**src/bmii_ram.sv**
```systemverilog
`default_nettype none

module bmii_ram #(
  parameter int WIDTH = 8,
  parameter int DEPTH = 16
) (
  input  wire logic                     clk,
  input  wire logic                     we,
  input  wire logic [$clog2(DEPTH)-1:0] waddr,
  input  wire logic [WIDTH-1:0]         wdata,
  input  wire logic                     re,
  input  wire logic [$clog2(DEPTH)-1:0] raddr,
  output      logic [WIDTH-1:0]         rdata
);

  logic [WIDTH-1:0] mem [DEPTH];

  // One write port and one registered read port.
  always_ff @(posedge clk) begin
    if (we) begin
      mem[waddr] <= wdata;
    end
    if (re) begin
      rdata <= mem[raddr];
    end
  end

endmodule

`default_nettype wire

```
**config.mk**
```make
export PLATFORM = sky130hd
export DESIGN_NAME = bmii_ram
export DESIGN_NICKNAME = d
export VERILOG_FILES = /design/src/bmii_ram.sv
export SDC_FILE = /design/constraint.sdc
export NUM_CORES = 1
export LEC_CHECK = 0
export ABC_AREA = 1
export BUFFER_PORTS_ARGS = -buffer_cell sky130_fd_sc_hd__buf_2
export CORE_ASPECT_RATIO = 1.75
export CORE_MARGIN = 5
export CORE_UTILIZATION = 50
export CTS_CLUSTER_DIAMETER = 50
export DETAILED_ROUTE_END_ITERATION = 10
export PLACE_DENSITY = 0.7
export SLEW_MARGIN = 5
export SYNTH_ARGS = -nofsm -noshare
export SYNTH_HDL_FRONTEND = slang
export SYNTH_SLANG_ARGS = --single-unit
export TNS_END_PERCENT = 5
```
**constraint.sdc**
```tcl
create_clock -name clk -period 1.1 [get_ports clk]
set_clock_uncertainty 0.1 [all_clocks]
set_input_delay 0.11 -clock clk [delete_from_list [all_inputs] [get_ports clk]]
set_output_delay 0.11 -clock clk [all_outputs]
set_load 0.01 [all_outputs]
```
==> out/results.ini <==
[finish]
final_cells=753
num_antenna_cells=0
fin_area_um2=7140
utilization=0.620
nets=625
drive_gt1_frac=0.231
syn2layout_area_growth_pct=22.1

[routing]
vias_per_cell=5.32
via_count=4008
drt-total-wl_mm=13.6
met2_length_mm=7.83
drtIter0Drc=288
maxUsedRoutingLayer=met4
route.detailed.drc=0
first_pass_iters=5
wl_met1_mm=4.68
wl_per_cell_um=18.1
drtAntennaViolNets=0
wl_met3_um=674

[synthesis]
syn_area_um2=5850
syn_inst=551
ys_ff_latch=136
ys_types=11
synth_nets=570
yosysWarnings=0
yosysTopAreaCell=edfxtp_1
syn_area_per_cell_um2=10.6
yosysTopAreaCellShare=0.698
ys_seq_area_frac=0.698
synthTopCellsByArea=edfxtp_1 (70%), nand2_1 (11%), nand3_1 (8.3%), inv_1 (6.4%), buf_6 (1.2%)

[sta]
setup_violations=16
layout_setup_ws_ns=-0.0915
timing_hold_violations_final=0
max_freq_ghz=0.839
tns_ns=-1.03
fin_hold_ws_ns=0.0193
relSlewSlack=0.552
tightest_slew_ns=0.671
min_period_ns=1.19
fin_crit_sh=1.08
rsz0062_at_grt=yes
slew_viol_final=0

[pwr]
pwr-share-clk=0.448
power_frac_seq=0.482
leakagePower_nw=3.11
vdd.ir_drop.worst_uv=1370
totalPowerFinal_mw=12.2
p_sw_mw=2.55
internal_power_mw=9.64
comb_power_share=0.070
power.density_nw_per_um2=1710
sw_frac_of_total=0.209

[global_route]
grt_max_degree=37
antenna_found_initial=0
grt_pass1_vias=4047
track_usage=0.200
grt_pass1_wl_mm=20.7
grt_overflow=0

[run_status]
violations=negative setup slack
status=complete, but fails checks

[placed_design]
dp_cells=719
hpwl_mm=8.95
place_area_um2=6260
place_ws_ns=-0.324
gp_congestion=0.902
port-buffer-count=26

[setup_path]
cp.arrival_ns=0.98
crit_slowest_cell=edfxtp_1
endpoint_kind=output pin
path_delay_family=flip-flops
rr_startpoint=mem[0][0]
cp-start-kind=flop
slowest_delay_ns=0.42
cp_max_fo=1
crit_start=rdata[3]
crit_type=reg2out
path_cells=buf_6
worst-path-buf-inv=1
worstPathRequired_ns=0.89

[hold_path]
min_path_type=in2reg
min_from=wdata[6]

[cts]
clkTransAtPathRegs_ns=0.05
clkLatencyLatePin_ns=0.41
cts_setup_buffers=0
cts_tree=done
cts_sinks=136
clockRootBuffer=clkbuf_16
htree_levels=4
clockBufferDepth=2
cts_buffers=17

[floorplanning]
std_cell_rows=52
io_pins=27
core_um2=11500
die_h_um=153
die_w_um=91.7
dieArea_um2=14000
start_util=0.508

[flow_run]
max_cap_viol_count=0

==> layout make-up <==
class	instances	area, um2
clock buffers	21	440
multi-input cells	289	1490
inverters	102	383
repair buffers	60	449
fillers	861	4380
well taps	135	169
flip-flops and latches	136	4080
clock inverters	10	129
==> repair_timing <==
| item | CTS | global route |
|---|---|---|
| resized for setup | 25 | 34 |
| pin swaps | 13 | 25 |
| setup endpoints to repair | 16 | 16 |
| hold buffers | 3 | 0 |
| hold endpoints to repair | 32 | 0 |
==> layer usage <==
layer,vias to the layer above,track usage
met5,-,0
met4,0,0.0829
met3,35,0.0462
met2,136,0.385
met1,1949,0.200
li1,1888,-
==> power by group through the flow <==
stage	combinational, mW	clock, mW	sequential, mW
2_1_floorplan	0.409	0	5.99
3_3_place_gp	0.725	0	5.98
3_5_place_dp	0.744	0	5.98
4_1_cts	0.800	5.51	5.88
5_1_grt	0.923	5.77	5.88
6_report	0.851	5.46	5.88
==> layout by cell type, fill, tap and decap left out <==
master / n
buf_12: 4
buf_2: 25
buf_4: 27
buf_6: 1
bufinv_16: 3
clkbuf_1: 4
clkbuf_16: 17
clkinv_1: 1
clkinv_2: 4
clkinvlp_4: 2
dlygate4sd3_1: 3
edfxtp_1: 136
inv_1: 99
inv_2: 3
nand2_1: 168
nand2_2: 5
nand3_1: 45
nand3_2: 52
nand3b_1: 2
nor2_1: 17
==> synth_stat cells (all sizes together) <==
| library cell | count |
|---|---|
| buf | 24 |
| edfxtp | 136 |
| inv | 102 |
| nand2 | 173 |
| nand3 | 97 |
| nand3b | 2 |
| nor2 | 17 |
==> cells by family (layout without fill, tap and decap cells) <==
group | after synthesis | after routing | share of synthesized area
simple gates | 289 | 289 | 0.208
flops | 136 | 136 | 0.698
buf+inv | 126 | 193 | 0.0939
==> sequential cells by signal, indices dropped and copies added (netlist names) <==
name / flops
rdata: 8
mem: 128
==> worst paths after layout <==
path	end	slack, ns	depth (start not counted)
setup / recovery	rdata[3]	-0.09	1
hold / removal	mem[11][6]	0.02	1
setup reg to reg	rdata[0]	-0.09	6
hold reg to reg	rdata[2]	0.67	6
Power figures use the tool's default switching activity.
