$ cat src/bmii_pkg.sv
`default_nettype none

package bmii_pkg;

  // Field and register widths.
  localparam int COUNT_W  = 21;
  localparam int ROWSUM_W = 11;
  localparam int CFG_W    = 11;

  // Largest count a result word can carry; larger sums saturate here.
  localparam logic [COUNT_W-1:0] COUNT_MAX = {COUNT_W{1'b1}};

  // Size both registers take after reset.
  localparam int CFG_RESET_SIZE = 1024;

  // Default grid limits for the top-level parameters.
  localparam int DEF_MAX_COLUMNS = 1024;
  localparam int DEF_MAX_ROWS    = 1024;

  // Configuration register indexes.
  typedef enum logic [0:0] {
    CFG_GRID_COLUMNS = 1'b0,
    CFG_GRID_ROWS    = 1'b1
  } cfg_index_t;

  // Per-cell information handed from the scan stage to the accumulate stage.
  typedef struct packed {
    logic [ROWSUM_W-1:0] row_sum;
    logic                first_row;
    logic                frame_end;
  } bmii_item_t;

endpackage

`default_nettype wire

$ cat src/bmii_scan.sv
`default_nettype none

module bmii_scan
  import bmii_pkg::*;
#(
  parameter int MAX_COLUMNS = DEF_MAX_COLUMNS,
  parameter int MAX_ROWS    = DEF_MAX_ROWS
) (
  input  wire logic                           clk,
  input  wire logic                           rst,
  input  wire logic                           cfg_we,
  input  wire logic [0:0]                     cfg_index,
  input  wire logic [CFG_W-1:0]               cfg_data,
  input  wire logic                           accept,
  input  wire logic                           mark_bit,
  output      logic [$clog2(MAX_COLUMNS)-1:0] col,
  output      bmii_item_t                     item
);

  localparam int CW = $clog2(MAX_COLUMNS);
  localparam int RW = $clog2(MAX_ROWS);
  localparam logic [CW-1:0] RESET_LAST_COL =
    CW'(((CFG_RESET_SIZE > MAX_COLUMNS) ? MAX_COLUMNS : CFG_RESET_SIZE) - 1);
  localparam logic [RW-1:0] RESET_LAST_ROW =
    RW'(((CFG_RESET_SIZE > MAX_ROWS) ? MAX_ROWS : CFG_RESET_SIZE) - 1);

  logic [CW-1:0]       last_col_idx, last_col_idx_next;
  logic [RW-1:0]       last_row_idx, last_row_idx_next;
  logic [CW-1:0]       col_next;
  logic [RW-1:0]       row, row_next;
  logic [ROWSUM_W-1:0] row_sum, row_sum_next;
  logic [ROWSUM_W-1:0] sum_with_bit;
  logic                last_col, last_row;
  logic [CW-1:0]       cfg_last_col;
  logic [RW-1:0]       cfg_last_row;

  // Clamp a written size to 1..max and keep it as the index of the last cell.
  always_comb begin
    if (cfg_data == '0) begin
      cfg_last_col = '0;
    end else if (32'(cfg_data) > MAX_COLUMNS) begin
      cfg_last_col = CW'(MAX_COLUMNS - 1);
    end else begin
      cfg_last_col = CW'(cfg_data - 1'b1);
    end
    if (cfg_data == '0) begin
      cfg_last_row = '0;
    end else if (32'(cfg_data) > MAX_ROWS) begin
      cfg_last_row = RW'(MAX_ROWS - 1);
    end else begin
      cfg_last_row = RW'(cfg_data - 1'b1);
    end
  end

  // Current cell position and the row's running flag count.
  always_comb begin
    last_col     = (col == last_col_idx);
    last_row     = (row == last_row_idx);
    sum_with_bit = row_sum + ROWSUM_W'(mark_bit);

    item.row_sum   = sum_with_bit;
    item.first_row = (row == '0);
    item.frame_end = last_col && last_row;
  end

  // Register writes restart the frame; accepted words advance the raster.
  always_comb begin
    last_col_idx_next = last_col_idx;
    last_row_idx_next = last_row_idx;
    col_next          = col;
    row_next          = row;
    row_sum_next      = row_sum;
    if (cfg_we) begin
      unique case (cfg_index_t'(cfg_index))
        CFG_GRID_COLUMNS: last_col_idx_next = cfg_last_col;
        CFG_GRID_ROWS:    last_row_idx_next = cfg_last_row;
        default:          last_col_idx_next = last_col_idx;
      endcase
      col_next     = '0;
      row_next     = '0;
      row_sum_next = '0;
    end else if (accept) begin
      if (last_col) begin
        col_next     = '0;
        row_sum_next = '0;
        row_next     = last_row ? '0 : row + 1'b1;
      end else begin
        col_next     = col + 1'b1;
        row_sum_next = sum_with_bit;
      end
    end
  end

  always_ff @(posedge clk) begin
    if (rst) begin
      last_col_idx <= RESET_LAST_COL;
      last_row_idx <= RESET_LAST_ROW;
      col          <= '0;
      row          <= '0;
      row_sum      <= '0;
    end else begin
      last_col_idx <= last_col_idx_next;
      last_row_idx <= last_row_idx_next;
      col          <= col_next;
      row          <= row_next;
      row_sum      <= row_sum_next;
    end
  end

endmodule

`default_nettype wire

$ cat config.mk
export PLATFORM = sky130hd
export DESIGN_NAME = bmii_scan
export DESIGN_NICKNAME = d
export VERILOG_FILES = /design/src/bmii_pkg.sv /design/src/bmii_scan.sv
export SDC_FILE = /design/constraint.sdc
export NUM_CORES = 1
export LEC_CHECK = 0
export ABC_AREA = 1
export BUFFER_PORTS_ARGS = -buffer_cell sky130_fd_sc_hd__clkbuf_2
export CAP_MARGIN = 20
export CORE_MARGIN = 4
export CORE_UTILIZATION = 44
export DETAILED_ROUTE_END_ITERATION = 7
export SYNTH_ARGS = -nofsm -noshare
export SYNTH_HDL_FRONTEND = slang
export SYNTH_SLANG_ARGS = --single-unit
$ cat constraint.sdc
create_clock -name clk -period 4.35 [get_ports clk]
set_input_delay 0.2175 -clock clk [delete_from_list [all_inputs] [get_ports clk]]
set_output_delay 0.2175 -clock clk [all_outputs]
set_load 0.01 [all_outputs]
==> reports/summary.txt <==
wire length per cell - 11.4 um
Longest Clk Path Bufs - 2
Clock Skew - 0.00592 ns
run status - completed
first-pass GRT wire length - 12,000 um
layout cells sized above 1 - 0.124
period utilization - 0.468
Inserted Clock Buffers - 5
DRC - 0
Congestion Overflow GR - 0
worst reg-to-reg path cell count - 8
sequential cell area - 0.00102 mm2
Slew @ Worst Pin - 0.800 ns
end of the worst hold path - col[0]$_SDFFE_PP0P_
CTS clk-pin slew, worst paths - 0.09 ns
Most used DFF post-synth - dfxtp_1
CP max-delay cell - dfxtp_1
placed inst area - 0.00323 mm2
Slew HR - 0.465
Worst Path Buf+Inv - 2
number of inserted diodes - 0
Max Cap Viol - 0
Worst Hold Class - primary input to flop
Antenna Nets Post-Route - 0
kind of critical path - flop to primary output
Worst Hold Depth - 3
Design Area, Final - 0.00336 mm2
chip width - 90.7 um
Syn Std Cell Area - 0.00301 mm2
Ports - 40
crit start category - flop
CP peak stage delay - 0.45 ns
Critical R2R Capture - row_sum[1]$_SDFFE_PP0P_
f_max - 491 MHz
CTS tree - built
dpl hpwl - 5120 um
Total GRT Usage - 0.173
Period minus WS final - 2.04 ns
CP Capture Type - primary output
FF+latch count, synth - 51
Initial Util - 0.463
Total Power - 0.000967 W
Async S/R FF share, synth - 0
Die Y - 90.7 um
area taken by multi-input logic gates - 0.00171 mm2
htree depth - 2
Core ar. - 0.00649 mm2
most frequent cells in the layout - nand2_1 (157), nor2_1 (58), dfxtp_1 (51), inv_1 (47), a21oi_1 (41)
commonest non-fill, non-tap cell in the layout - nand2_1
fin util - 0.518
RD Place Congestion - 0.860
CP top delay family - simple AND/OR/NAND/NOR gates
hold_buf cts - 0
Critical Path Fanout Max - 6
Synth Warn # - 0
Final Hold Fails - 0
CTS root buffer - clkbuf_8
initial drt markers - 57
nets@finish - 531
total die area - 0.00822 mm2
initial antenna violation count - 0
Filler cells - 679
register area share after synthesis - 0.339
Distinct cells, synth - 27
number of buffers added on ports - 39
RSZ-0062 raised after global routing - false
wirelength, routed - 6700 um
area grow syn2layout - 11.9%
number of global-route vias before repair - 2,708
syn_area_per_cell - 6.33 um2
vias per cell - 4.86
Post-synth EDFFs - 0
setup violators final - 0
Critical Path, Cell by Cell - nand2_1, inv_1, nor2_1, nor2_1, nand3_4, nor4_1, clkbuf_2
site row count - 29
Post-Syn Nets - 498
min-delay src - accept
Syn Inst Count - 475
Setup TNS - 0 ns
FF-to-FF setup slack - 2.56 ns
largest net degree at the start of global routing - 22
pre-CTS setup slack - 2.53 ns
max-slew violation count - 0
CTS Sinks - 51
WP data arrival - 1.82 ns
CP most frequent cell - nor2_1
worst r2r src - col[7]$_SDFFE_PP0P_
post-cts sizing count - 0
PD cells - 287 mW/mm2
Critical Path RT - 4.13 ns
drt pass-1 iters - 4
Max VDD drop - 192 uV
setup bufs post-CTS - 0
fin worst setup slack - 2.31 ns
vias after detailed routing - 2,850
Clk Latency, worst-skew pair - 0.30 ns
P_leak - 1.52 nW
-- cell families after synthesis --
family          count (synthesis)  share of synthesized area
simple gates                  281                      0.399
xor+xnor                       25                     0.0728
flops                          51                      0.339
fa+ha+maj                       6                     0.0250
compound gates                 43                     0.0715
buf+inv                        69                     0.0923
-- cell usage after synthesis (2+ instances only) --
master | count | area share
nand2_2 | 3 | 0.0062
nand2_1 | 157 | 0.20
clkbuf_1 | 7 | 0.0087
nor2_2 | 3 | 0.0062
buf_2 | 3 | 0.0050
or2_2 | 2 | 0.0042
nand4_1 | 8 | 0.017
xor2_1 | 18 | 0.052
inv_1 | 47 | 0.059
clkinv_1 | 4 | 0.0050
nor3_1 | 4 | 0.0067
nor4_1 | 2 | 0.0042
a21oi_1 | 41 | 0.068
nor2_4 | 2 | 0.0075
nor2_1 | 58 | 0.072
nand3_1 | 38 | 0.063
xnor2_1 | 7 | 0.020
dfxtp_1 | 51 | 0.34
o21ai_0 | 2 | 0.0033
buf_6 | 2 | 0.0075
ha_1 | 6 | 0.025
inv_2 | 5 | 0.0062
-- where the power goes --
part | switching (W) | internal (W)
sequential | 0.0000108 | 0.000480
combinational | 0.0000546 | 0.0000303
clock | 0.000161 | 0.000230
-- layer usage --
metal,vias up,part of all wire,track usage
met4,0,0.011,0.0434
met5,-,0,0
met2,40,0.45,0.280
li1,1545,-,-
met3,9,0.034,0.0358
met1,1256,0.50,0.233
-- per-stage QoR --
stage,instances,hold WS (ns)
finish,586,0.283
global route,586,0.309
detailed placement,578,0.468
CTS,586,0.278
global placement,578,0.461
floorplan,475,0.413
-- sequential cells by signal, indices dropped and copies added (netlist names) --
signal,count
row_sum,11
col,10
last_col_idx,10
last_row_idx,10
row,10
-- worst min-delay path: stages --
cell	delay [ns]
clkbuf_2	0.16
nor2_1	0.13
nor3_1	0.05
-- worst max-delay path by stage --
stage / from / end / slack (ns) / cells past startpoint
4_1_cts: row_sum[0]$_SDFFE_PP0P_ / item[12] / 2.29 / 7
5_1_grt: row_sum[0]$_SDFFE_PP0P_ / item[12] / 2.13 / 7
3_5_place_dp: col[1]$_SDFFE_PP0P_ / row_sum[1]$_SDFFE_PP0P_ / 2.53 / 8
6_report: col[0]$_SDFFE_PP0P_ / item[0] / 2.31 / 7
3_3_place_gp: col[1]$_SDFFE_PP0P_ / row_sum[7]$_SDFFE_PP0P_ / 2.58 / 8
2_1_floorplan: row_sum[0]$_SDFFE_PP0P_ / row_sum[8]$_SDFFE_PP0P_ / 2.81 / 8
-- cell type report --
class / count / area share
multi-input combinational: 355 / 0.508
sequential: 51 / 0.303
inverter: 56 / 0.0625
timing repair buffer: 39 / 0.0580
tap: 77 / 0.0286
clock buffer: 6 / 0.0216
clock inverter: 2 / 0.0179
(Power assumes the default switching activity.)
