File: src/bmii_pkg.sv
`default_nettype none

package bmii_pkg;

  // Field and register widths.
  localparam int COUNT_W  = 21;
  localparam int ROWSUM_W = 11;
  localparam int CFG_W    = 11;

  // Largest count a result word can carry; larger sums saturate here.
  localparam logic [COUNT_W-1:0] COUNT_MAX = {COUNT_W{1'b1}};

  // Size both registers take after reset.
  localparam int CFG_RESET_SIZE = 1024;

  // Default grid limits for the top-level parameters.
  localparam int DEF_MAX_COLUMNS = 1024;
  localparam int DEF_MAX_ROWS    = 1024;

  // Configuration register indexes.
  typedef enum logic [0:0] {
    CFG_GRID_COLUMNS = 1'b0,
    CFG_GRID_ROWS    = 1'b1
  } cfg_index_t;

  // Per-cell information handed from the scan stage to the accumulate stage.
  typedef struct packed {
    logic [ROWSUM_W-1:0] row_sum;
    logic                first_row;
    logic                frame_end;
  } bmii_item_t;

endpackage

`default_nettype wire

File: src/bmii_accum.sv
`default_nettype none

module bmii_accum
  import bmii_pkg::*;
#(
  parameter int MAX_COLUMNS = DEF_MAX_COLUMNS
) (
  input  wire logic                           clk,
  input  wire logic                           rst,
  input  wire logic                           accept,
  input  wire logic [$clog2(MAX_COLUMNS)-1:0] col,
  input  wire bmii_item_t                     item,
  input  wire logic [COUNT_W-1:0]             rd_data,
  output      logic                           wr_en,
  output      logic [$clog2(MAX_COLUMNS)-1:0] wr_addr,
  output      logic [COUNT_W-1:0]             wr_data,
  output      logic                           hold,
  output      logic                           area_valid,
  input  wire logic                           area_stall,
  output      logic [COUNT_W-1:0]             area_count,
  output      logic                           frame_end
);

  localparam int CW = $clog2(MAX_COLUMNS);

  logic               s1_valid;
  bmii_item_t         s1_item;
  logic [CW-1:0]      s1_addr;
  logic               fwd_hit;
  logic [COUNT_W-1:0] fwd_val;
  logic [COUNT_W-1:0] above;
  logic [COUNT_W:0]   sum;
  logic [COUNT_W-1:0] count;
  logic               advance;

  // Count above the cell: zero on the first row, else the line store,
  // bypassed when the previous word wrote this same column.
  always_comb begin
    if (s1_item.first_row) begin
      above = '0;
    end else if (fwd_hit) begin
      above = fwd_val;
    end else begin
      above = rd_data;
    end
    sum   = {1'b0, above} + (COUNT_W + 1)'(s1_item.row_sum);
    count = sum[COUNT_W] ? COUNT_MAX : sum[COUNT_W-1:0];
  end

  // Handshake: the cell stage moves on whenever the output register frees.
  always_comb begin
    advance = !(area_valid && area_stall);
    hold    = s1_valid && !advance;
    wr_en   = s1_valid && advance;
    wr_addr = s1_addr;
    wr_data = count;
  end

  // Control registers of the two stages.
  always_ff @(posedge clk) begin
    if (rst) begin
      s1_valid   <= 1'b0;
      area_valid <= 1'b0;
    end else begin
      if (accept) begin
        s1_valid <= 1'b1;
      end else if (advance) begin
        s1_valid <= 1'b0;
      end
      if (advance) begin
        area_valid <= s1_valid;
      end
    end
  end

  // Payload registers: cell stage, bypass and output word.
  always_ff @(posedge clk) begin
    if (accept) begin
      s1_item <= item;
      s1_addr <= col;
      fwd_hit <= wr_en && (s1_addr == col);
      fwd_val <= count;
    end
    if (advance && s1_valid) begin
      area_count <= count;
      frame_end  <= s1_item.frame_end;
    end
  end

endmodule

`default_nettype wire
File: config.mk
export PLATFORM = sky130hd
export DESIGN_NAME = bmii_accum
export DESIGN_NICKNAME = d
export VERILOG_FILES = /design/src/bmii_pkg.sv /design/src/bmii_accum.sv
export SDC_FILE = /design/constraint.sdc
export NUM_CORES = 1
export LEC_CHECK = 0
export ABC_CLOCK_PERIOD_IN_PS = 9900
export BUFFER_PORTS_ARGS = -buffer_cell sky130_fd_sc_hd__buf_2
export CAP_MARGIN = 40
export CORE_ASPECT_RATIO = 0.75
export CORE_MARGIN = 2
export CORE_UTILIZATION = 58
export CTS_BUF_LIST = sky130_fd_sc_hd__clkbuf_4
export CTS_CLUSTER_DIAMETER = 30
export DETAILED_ROUTE_END_ITERATION = 16
export GPL_TIMING_DRIVEN = 0
export PLACE_DENSITY = 0.88
export SYNTH_ARGS = -nofsm -noshare
export SYNTH_HDL_FRONTEND = slang
export SYNTH_SLANG_ARGS = --single-unit
File: constraint.sdc
create_clock -name clk -period 9.9 [get_ports clk]
set_clock_uncertainty 0.05 [all_clocks]
set_input_delay 1.98 -clock clk [delete_from_list [all_inputs] [get_ports clk]]
set_output_delay 1.98 -clock clk [all_outputs]
set_load 0.05 [all_outputs]
==> flow_metrics.tcl, run 1 <==
set metrics [dict create \
    clock.fmax_mhz 141.0 \
    layout_min_cycle_time_ns 7.095 \
    async_flop_share_pct 0 \
    grt_pass1_wl_um 12110 \
    required_ns 7.87 \
    drv_cap 0 \
    hp-class "register to register" \
    ys.warnings.count 0 \
    clock_latency_ns 0.42 \
    wl_per_cell_um 16.54 \
    cts_tree "built" \
    cts_setup_buffers 0 \
    cts_root_buf "clkbuf_4" \
    critPathKind "input port to output pin" \
    ys_ff_latch 69 \
    yosysSeqAreaShare_pct 59.06 \
    ant_nets 0 \
    setup_viol 0 \
    synth-edff-count 67 \
    synth_cells 280 \
    final_util_pct 73.51 \
    clkSinkCount 69 \
    crit_slowest_cell "a2111oi_0" \
    synth_ff_type "edfxtp_1" \
    coreArea_um2 5796 \
    multiInputGateArea_um2 1348 \
    power_density_nw_per_um2 188.2 \
    fin_cells 479 \
    diodes 0 \
    final_max_slew_viol_count 0 \
    nFillCells 385 \
    synth.cell_area_um2 3475 \
    dp.cells 463 \
    grt_usage_pct 24.07 \
    pre_cts_slack_ns 2.911 \
    grt_pass1_vias 2565 \
    routed_via_density 5.526 \
    design.die.area_um2 6632 \
    gp_congestion 0.9406 \
    std_cell_rows 24 \
    via_count 2647 \
    htree_levels 3 \
    gr-total-overflow 0 \
    clk_pin_slew_ns 0.10 \
    cts.hold.buffers_added 0 \
    drc 0 \
    max_stage_delay_ns 0.83 \
    seqCellArea_um2 2052 \
    critPathCaptureType "output pin" \
    syn-num-nets 340 \
    hold_viol_final 0 \
    nets 456 \
    synth.area.top_cells "edfxtp_1, mux2i_1, xnor2_1" \
    start_kind "input port" \
    holdWs_ns 0.4112 \
    ios 104 \
    antenna_found_initial 0 \
    yosysMostFrequentCell "edfxtp_1" \
    syn_to_final_growth_pct 22.61 \
    critPathBufInv 3 \
    ctsResizeCount 0 \
    first_pass_iters 5 \
    numPortBuffers 103 \
    slew_headroom_pct 42.06 \
    path_max_fanout 6 \
    initial_core_util_pct 59.95 \
    ir_worst_vdd_v 0.0001096 \
    synth_cell_types 45 \
    cp_common_cell "buf_2" \
    crit_family "compound AO/OA/AOI/OAI gates" \
    fin_ws_ns 2.805 \
    synthTopCellsByCount "edfxtp_1, nor2_1, mux2i_1, nand2_1, xnor2_1" \
    worst_pin_slew_ns 0.8472 \
    cts_made_buffers 9 \
    arrival_ns 5.06 \
    drt-initial-drc-count 177 \
    grt_max_degree 41 \
    die_y_um 71.03 \
    dp_hpwl_um 5812 \
    status "finished, final reports clean" \
    wirelength_um 7921 \
    fin_crit_sh_pct 71.66 \
    clockBufferDepth 2 \
    grt_setup_unrepaired "false" \
    leakage_nw 1.794 \
    final.setup.tns_ns 0 \
    synth_top_area_share_pct 57.90 \
    avgSynthCellArea_um2 12.41 \
    crit_chain "buf_2 > mux2i_1 > nor2_1 > ha_1 > inv_1 > fa_1 > nand2b_1 > a211oi_1 > o21ai_1 > a2111oi_0 > xnor2_1 > nand2_1 > buf_2" \
    drive_gt1_share_pct 33.42 \
    yosys.area.top_type "edfxtp_1" \
    die_w_um 93.38 \
]
-- state kept, by name, indices dropped and copies added (netlist names) --
register and count:
s1_valid 1, s1_item 13, wr_addr 10, area_count 21
fwd_hit 1, frame_end 1, fwd_val 21, area_valid 1
-- metal layers --
layer  vias to the layer above  wire length, um  global-route usage [%]
met1                      1231             3357                   31.29
met2                       143             3781                   38.93
li1                       1259                -                       -
met4                         0               86                   8.007
met5                         -                0                       0
met3                        14              695                   7.455
-- power breakdown --
part           internal (W)  switching (W)  total [W]
Clock             0.0000811      0.0000999   0.000181
Sequential         0.000359      0.0000106   0.000369
Combinational     0.0000674       0.000184   0.000252
Total              0.000507       0.000295   0.000802
-- stage by stage --
stage	power, W	cell area (um2)
after global placement	0.0006152	4088
after global routing	0.0008302	4260
after floorplan	0.0005594	3475
after CTS	0.0008041	4260
final	0.0008020	4260
after detailed placement	0.0006254	4126
-- worst register-to-register path, stage by stage (launching register included) --
cell and delay, ns:
edfxtp_1 0.48, buf_6 0.20, buf_6 0.18, buf_1 0.65
mux2i_1 0.17, nor2_1 0.13, ha_1 0.21, inv_1 0.07
fa_1 0.40, nand2b_1 0.19, a211oi_1 0.35, o21ai_1 0.24
a2111oi_0 0.83, xnor2_1 0.19, nand2_1 0.10
-- kinds of logic (layout without fill, tap and decap cells) --
family / Yosys count / count (layout) / share of synthesized area [%]
AND/OR/NAND/NOR: 99 / 99 / 13.94
XOR/XNOR: 22 / 22 / 5.545
flip-flops: 69 / 69 / 59.06
adder cells (fa/ha/maj): 12 / 12 / 4.537
buffers and inverters: 13 / 134 / 2.268
AO/OA/AOI/OAI: 41 / 41 / 7.706
multiplexers: 24 / 24 / 6.950
-- cell usage in the layout, fill, tap and decap left out, drive strengths merged, types with 6 or more instances in the layout --
| cell type | n |
|---|---|
| a211oi | 6 |
| a21oi | 13 |
| buf | 110 |
| clkbuf | 14 |
| edfxtp | 67 |
| ha | 11 |
| mux2i | 23 |
| nand2 | 23 |
| nand2b | 6 |
| nand3 | 9 |
| nor2 | 37 |
| o21ai | 10 |
| xnor2 | 17 |
-- cell type report --
class | count | area share, %
clock buffer | 11 | 1.938
sequential | 69 | 48.16
inverter | 5 | 0.4405
timing repair buffer | 105 | 12.92
clock inverter | 5 | 1.204
multi-input combinational | 198 | 31.63
tap | 78 | 2.291
buffer | 8 | 1.410
-- final timing paths --
kind                        startpoint  cells after the start  slack (ns)               endpoint
hold / removal    s1_item[0]$_DFFE_PP_                      0        0.41    frame_end$_DFFE_PP_
hold reg to reg   s1_item[0]$_DFFE_PP_                      0        0.41    frame_end$_DFFE_PP_
setup reg to reg     fwd_hit$_DFFE_PP_                     14        5.23  fwd_val[18]$_DFFE_PP_
setup / recovery            rd_data[0]                     13        2.81            wr_data[18]
Power figures use the tool's default switching activity.
==> run 2: changes to the inputs <==
--- a/config.mk
+++ b/config.mk
@@ -5,17 +5,17 @@
 export SDC_FILE = /design/constraint.sdc
 export NUM_CORES = 1
 export LEC_CHECK = 0
-export ABC_CLOCK_PERIOD_IN_PS = 9900
+export ABC_CLOCK_PERIOD_IN_PS = 6100
 export BUFFER_PORTS_ARGS = -buffer_cell sky130_fd_sc_hd__buf_2
 export CAP_MARGIN = 40
 export CORE_ASPECT_RATIO = 0.75
 export CORE_MARGIN = 2
-export CORE_UTILIZATION = 58
+export CORE_UTILIZATION = 48
 export CTS_BUF_LIST = sky130_fd_sc_hd__clkbuf_4
 export CTS_CLUSTER_DIAMETER = 30
 export DETAILED_ROUTE_END_ITERATION = 16
 export GPL_TIMING_DRIVEN = 0
-export PLACE_DENSITY = 0.88
+export PLACE_DENSITY = 0.78
 export SYNTH_ARGS = -nofsm -noshare
 export SYNTH_HDL_FRONTEND = slang
 export SYNTH_SLANG_ARGS = --single-unit
==> constraint.sdc (replaced) <==
create_clock -name clk -period 6.1 [get_ports clk]
set_clock_uncertainty 0.05 [all_clocks]
set_input_delay 1.22 -clock clk [delete_from_list [all_inputs] [get_ports clk]]
set_output_delay 1.22 -clock clk [all_outputs]
set_load 0.05 [all_outputs]
==> run 2 against run 1 <==
  * Worst hold slack worse by 0.0049 ns
  * Global-route usage down 3.8 points
  * Clock power grew 65%
  * First-iteration DRC count is 2.3% lower
  * Via count decreased by 3.1%
  * Critical path depth grew 1
  * Cell area rose by 0.85%
  * Sequential cell count unchanged
  * Combinational power rose by 60%
  * Routed wire length fell by 2.6%
  * Total power rose by 62%
  * Cell count is 4.0% higher
  * Critical path type is now register to output pin
  * Largest power group unchanged
==> flow_metrics.tcl, run 2 (same netlist as run 1, synthesis figures left out) <==
set metrics [dict create \
    final_cell_mix "buf_2, edfxtp_1, nor2_1" \
    hold_viol_final 0 \
    critPathCaptureType "output pin" \
    power_frac_seq_pct 46.0 \
    grt_pass1_wl_um 12220 \
    clock.fmax_mhz 175.7 \
    cts.hold.buffers_added 0 \
    leakage_nw 1.796 \
    cts_tree "built" \
    ir_worst_vdd_v 0.0001624 \
    hp-class "register to register" \
    top_layer_used "met4" \
    final.setup.tns_ns 0 \
    comb_power_share_pct 31.0 \
    gr-total-overflow 0 \
    grt_max_degree 26 \
    clkSinkCount 69 \
    grt_pass1_vias 2473 \
    initial_core_util_pct 50.38 \
    via_count 2564 \
    start_kind "register" \
    slew_headroom_pct 44.45 \
    drv_cap 0 \
    wirelength_um 7713 \
    coreArea_um2 6897 \
    setup_viol 0 \
    reg2reg_from "s1_item[1]$_DFFE_PP_" \
    seqCellArea_um2 2052 \
    arrival_ns 4.42 \
    design.die.area_um2 7942 \
    final_max_slew_viol_count 0 \
    wl_met3_um 580 \
    cts_root_buf "clkbuf_4" \
    p_clk_share_pct 22.9 \
    clockBufferDepth 2 \
    clk_pin_slew_ns 0.12 \
    gp_congestion 0.8652 \
    htree_levels 3 \
    nets 455 \
    path_max_fanout 10 \
    clock_latency_ns 0.41 \
    grt_setup_unrepaired "false" \
    power_density_nw_per_um2 302.8 \
    drc 0 \
    numPortBuffers 103 \
    critPathKind "register to output pin" \
    final_common_cell "buf_2" \
    required_ns 4.83 \
    status "finished, final reports clean" \
    die_y_um 77.68 \
    holdWs_ns 0.4063 \
    drive_gt1_share_pct 33.50 \
    wl_met2_um 3477 \
    swShare_pct 37.16 \
    std_cell_rows 26 \
    wl_per_cell_um 15.49 \
    layout_min_cycle_time_ns 5.691 \
    syn_to_final_growth_pct 23.66 \
    die_w_um 102.2 \
    cts_setup_buffers 0 \
    pre_cts_slack_ns 0.3485 \
    fin_crit_sh_pct 93.30 \
    multiInputGateArea_um2 1349 \
    p_int_w 0.0008176 \
    antenna_found_initial 0 \
    ios 104 \
    switchingPower_w 0.0004835 \
    m1WireLength_um 3568 \
    grt_usage_pct 20.25 \
    fin_ws_ns 0.4085 \
    drt-initial-drc-count 173 \
    nFillCells 577 \
    min_from "s1_item[0]$_DFFE_PP_" \
    routed_via_density 5.149 \
    ant_nets 0 \
    dp_hpwl_um 5771 \
    first_pass_iters 4 \
    diodes 0 \
    reg.largest.list "area_count (21), fwd_val (21), s1_item (13)" \
    ctsResizeCount 0 \
    cts_made_buffers 9 \
    worst_pin_slew_ns 0.8284 \
    crit_start "s1_item[1]$_DFFE_PP_" \
]
-- run 2: cell types whose count changed in the layout (fill, tap and decap cells not counted) --
cell,change
a2111oi_1,+1
clkinv_4,+1
a2111oi_0,-1
clkinv_2,-1
buf_1,-1
buf_16,+1
buf_12,-1
inv_6,+2
clkbuf_4,-2
-- run 2: worst max-delay path, stage by stage, from the launching register on --
cell	delay, ns
edfxtp_1	0.38
clkbuf_1	0.22
clkbuf_1	0.30
clkbuf_1	0.32
nor2_1	0.17
ha_1	0.20
inv_1	0.07
fa_1	0.41
nand2b_1	0.18
a211oi_1	0.34
o21ai_1	0.24
a2111oi_1	0.64
xnor2_1	0.13
nand2_1	0.13
buf_2	0.28
-- run 2: power groups by stage --
| stage | Clock, W | Sequential (W) | Combinational [W] |
|---|---|---|---|
| 6_report | 0.000299 | 0.000599 | 0.000404 |
| 5_1_grt | 0.000324 | 0.000604 | 0.000434 |
| 4_1_cts | 0.000307 | 0.000599 | 0.000405 |
| 3_5_place_dp | 0 | 0.000609 | 0.000404 |
| 3_3_place_gp | 0 | 0.000608 | 0.000394 |
| 2_1_floorplan | 0 | 0.000669 | 0.000238 |
-- run 2: path summary, 6_finish.rpt --
path                         endpoint  slack (ns)  cells after the start
max                       wr_data[18]        0.41                     14
min               frame_end$_DFFE_PP_        0.41                      0
max reg2reg  area_count[18]$_DFFE_PP_        2.04                     13
min reg2reg       frame_end$_DFFE_PP_        0.41                      0
-- run 2: layout make-up --
cell class	count	area share, %
Sequential cell	69	47.76
Multi-Input combinational cell	198	31.39
Timing Repair Buffer	105	12.99
Tap cell	98	2.854
Clock inverter	7	1.689
Clock buffer	9	1.573
Buffer	7	1.310
Inverter	5	0.4368
-- run 2: per-layer routing --
| metal | track usage, % | vias up |
|---|---|---|
| met4 | 4.933 | 0 |
| met3 | 6.396 | 10 |
| met1 | 28.77 | 1195 |
| li1 | - | 1258 |
| met2 | 30.39 | 101 |
| met5 | 0 | - |
-- run 2: metrics by stage --
step | instance area, um2 | cells | utilization (%) | total power (W)
6_report | 4297 | 498 | 62.30 | 0.001301
5_1_grt | 4297 | 498 | 62.30 | 0.001361
4_1_cts | 4295 | 498 | 62.28 | 0.001311
3_5_place_dp | 4159 | 483 | 60.30 | 0.001013
3_3_place_gp | 4113 | 481 | 59.63 | 0.001002
2_1_floorplan | 3475 | 280 | - | 0.0009078
==> run 3: changes to the inputs <==
--- a/config.mk
+++ b/config.mk
@@ -5,8 +5,7 @@
 export SDC_FILE = /design/constraint.sdc
 export NUM_CORES = 1
 export LEC_CHECK = 0
-export ABC_CLOCK_PERIOD_IN_PS = 6100
-export BUFFER_PORTS_ARGS = -buffer_cell sky130_fd_sc_hd__buf_2
+export BUFFER_PORTS_ARGS = -buffer_cell sky130_fd_sc_hd__buf_4
 export CAP_MARGIN = 40
 export CORE_ASPECT_RATIO = 0.75
 export CORE_MARGIN = 2
==> run 3 against run 2 <==
  * Worst hold slack lost 0.019 ns
  * Clock power grew 11%
  * Routed wire length increased by 1.7%
  * Register-to-register slack hardly changed
  * Clock-buffer cell count unchanged
  * Sequential power is essentially flat
  * Die area stayed put
  * Core utilization rose by 3.6 points
  * Worst setup slack better by 0.015 ns
  * Sequential cell count stayed put
  * Largest cell class unchanged
==> flow_metrics.tcl, run 3 (same netlist as run 1, synthesis figures left out) <==
set metrics [dict create \
    grt_pass1_wl_um 12920 \
    path_max_fanout 10 \
    crit_slowest_cell "a2111oi_1" \
    cts_tree "built" \
    critPathBufInv 5 \
    wl_per_cell_um 15.79 \
    grt_setup_unrepaired "false" \
    gr-total-overflow 0 \
    gp_congestion 0.8475 \
    initial_core_util_pct 50.38 \
    drc 0 \
    design.die.area_um2 7942 \
    power_density_nw_per_um2 301.7 \
    slew_headroom_pct 45.35 \
    numPortBuffers 103 \
    final_area_um2 4544 \
    worst_pin_slew_ns 0.8150 \
    critPathKind "register to output pin" \
    clock_latency_ns 0.42 \
    nets 454 \
    min_from "s1_item[0]$_DFFE_PP_" \
    final_common_cell "buf_4" \
    clockBufferDepth 2 \
    leakage_nw 1.873 \
    fin_ws_ns 0.4235 \
    cts_root_buf "clkbuf_4" \
    fin_crit_sh_pct 93.06 \
    final.setup.tns_ns 0 \
    drt-initial-drc-count 211 \
    grt_pass1_vias 2550 \
    cp_common_cell "clkbuf_1" \
    ir_worst_vdd_v 0.0001558 \
    nFillCells 547 \
    coreArea_um2 6897 \
    required_ns 4.83 \
    status "finished, final reports clean" \
    final_max_slew_viol_count 0 \
    first_pass_iters 4 \
    drive_gt1_share_pct 33.33 \
    ios 104 \
    grt_usage_pct 21.38 \
    cts_made_buffers 9 \
    die_w_um 102.2 \
    cts.hold.buffers_added 0 \
    hp-class "register to register" \
    total_power_w 0.001371 \
    postPlaceCellArea_um2 4389 \
    std_cell_rows 26 \
    reg.largest.list "area_count (21), fwd_val (21), s1_item (13)" \
    clkSinkCount 69 \
    die_y_um 77.68 \
    critPathCaptureType "output pin" \
    diodes 0 \
    syn_to_final_growth_pct 30.79 \
    dp_hpwl_um 5674 \
    ant_nets 0 \
    max_stage_delay_ns 0.63 \
    crit_start "s1_item[1]$_DFFE_PP_" \
    multiInputGateArea_um2 1349 \
    drv_cap 0 \
    reg2reg_from "s1_item[1]$_DFFE_PP_" \
    hold_viol_final 0 \
    clk_pin_slew_ns 0.12 \
    layout_min_cycle_time_ns 5.677 \
    via_count 2556 \
    clock.fmax_mhz 176.2 \
    antenna_found_initial 0 \
    seqCellArea_um2 2052 \
    start_kind "register" \
    final_cell_mix "buf_4, edfxtp_1, nor2_1" \
    arrival_ns 4.41 \
    htree_levels 3 \
    routed_via_density 5.143 \
    setup_viol 0 \
    holdWs_ns 0.3873 \
    pre_cts_slack_ns 0.4182 \
    crit_chain "clkbuf_1 > clkbuf_1 > clkbuf_1 > nor2_1 > ha_1 > inv_1 > fa_1 > nand2b_1 > a211oi_1 > o21ai_1 > a2111oi_1 > xnor2_1 > nand2_1 > buf_4" \
    wirelength_um 7846 \
    crit_family "compound AO/OA/AOI/OAI gates" \
    grt_max_degree 47 \
]
## run 3: layout make-up
class / count / area share (%)
Clock inverter: 7 / 1.982
Sequential cell: 69 / 45.15
Timing Repair Buffer: 104 / 17.35
Clock buffer: 9 / 1.487
Multi-Input combinational cell: 198 / 29.68
Buffer: 7 / 1.239
Tap cell: 98 / 2.698
Inverter: 5 / 0.4130
## run 3: per-stage QoR
stage,std cells,util (%)
finish,497,65.89
global route,497,65.89
CTS,497,65.87
detailed placement,482,63.64
global placement,481,63.37
floorplan,280,-
## run 3: routing by layer
| metal | routed length [um] | vias up | track usage (%) |
|---|---|---|---|
| met5 | 0 | - | 0 |
| met4 | 72 | 0 | 6.267 |
| met3 | 643 | 11 | 6.937 |
| met2 | 3595 | 88 | 31.71 |
| met1 | 3535 | 1198 | 30.12 |
| li1 | - | 1259 | - |
## run 3: path summary, 6_finish.rpt
kind                                              end  slack (ns)  cells past startpoint
worst max register to register  fwd_val[18]$_DFFE_PP_        2.03                     13
worst max-delay path                      wr_data[18]        0.42                     14
worst min-delay path              frame_end$_DFFE_PP_        0.39                      0
worst min register to register    frame_end$_DFFE_PP_        0.39                      0
## run 3: what timing repair did
action,CTS,global route
setup buffers,0,0
setup endpoints to repair,1,1
gates resized for setup,0,1
## run 3: power by group
part           internal [W]  leakage (nW)  switching (W)
clock network      0.000164        0.0833       0.000169
registers          0.000582         0.669      0.0000172
logic              0.000142          1.12       0.000296
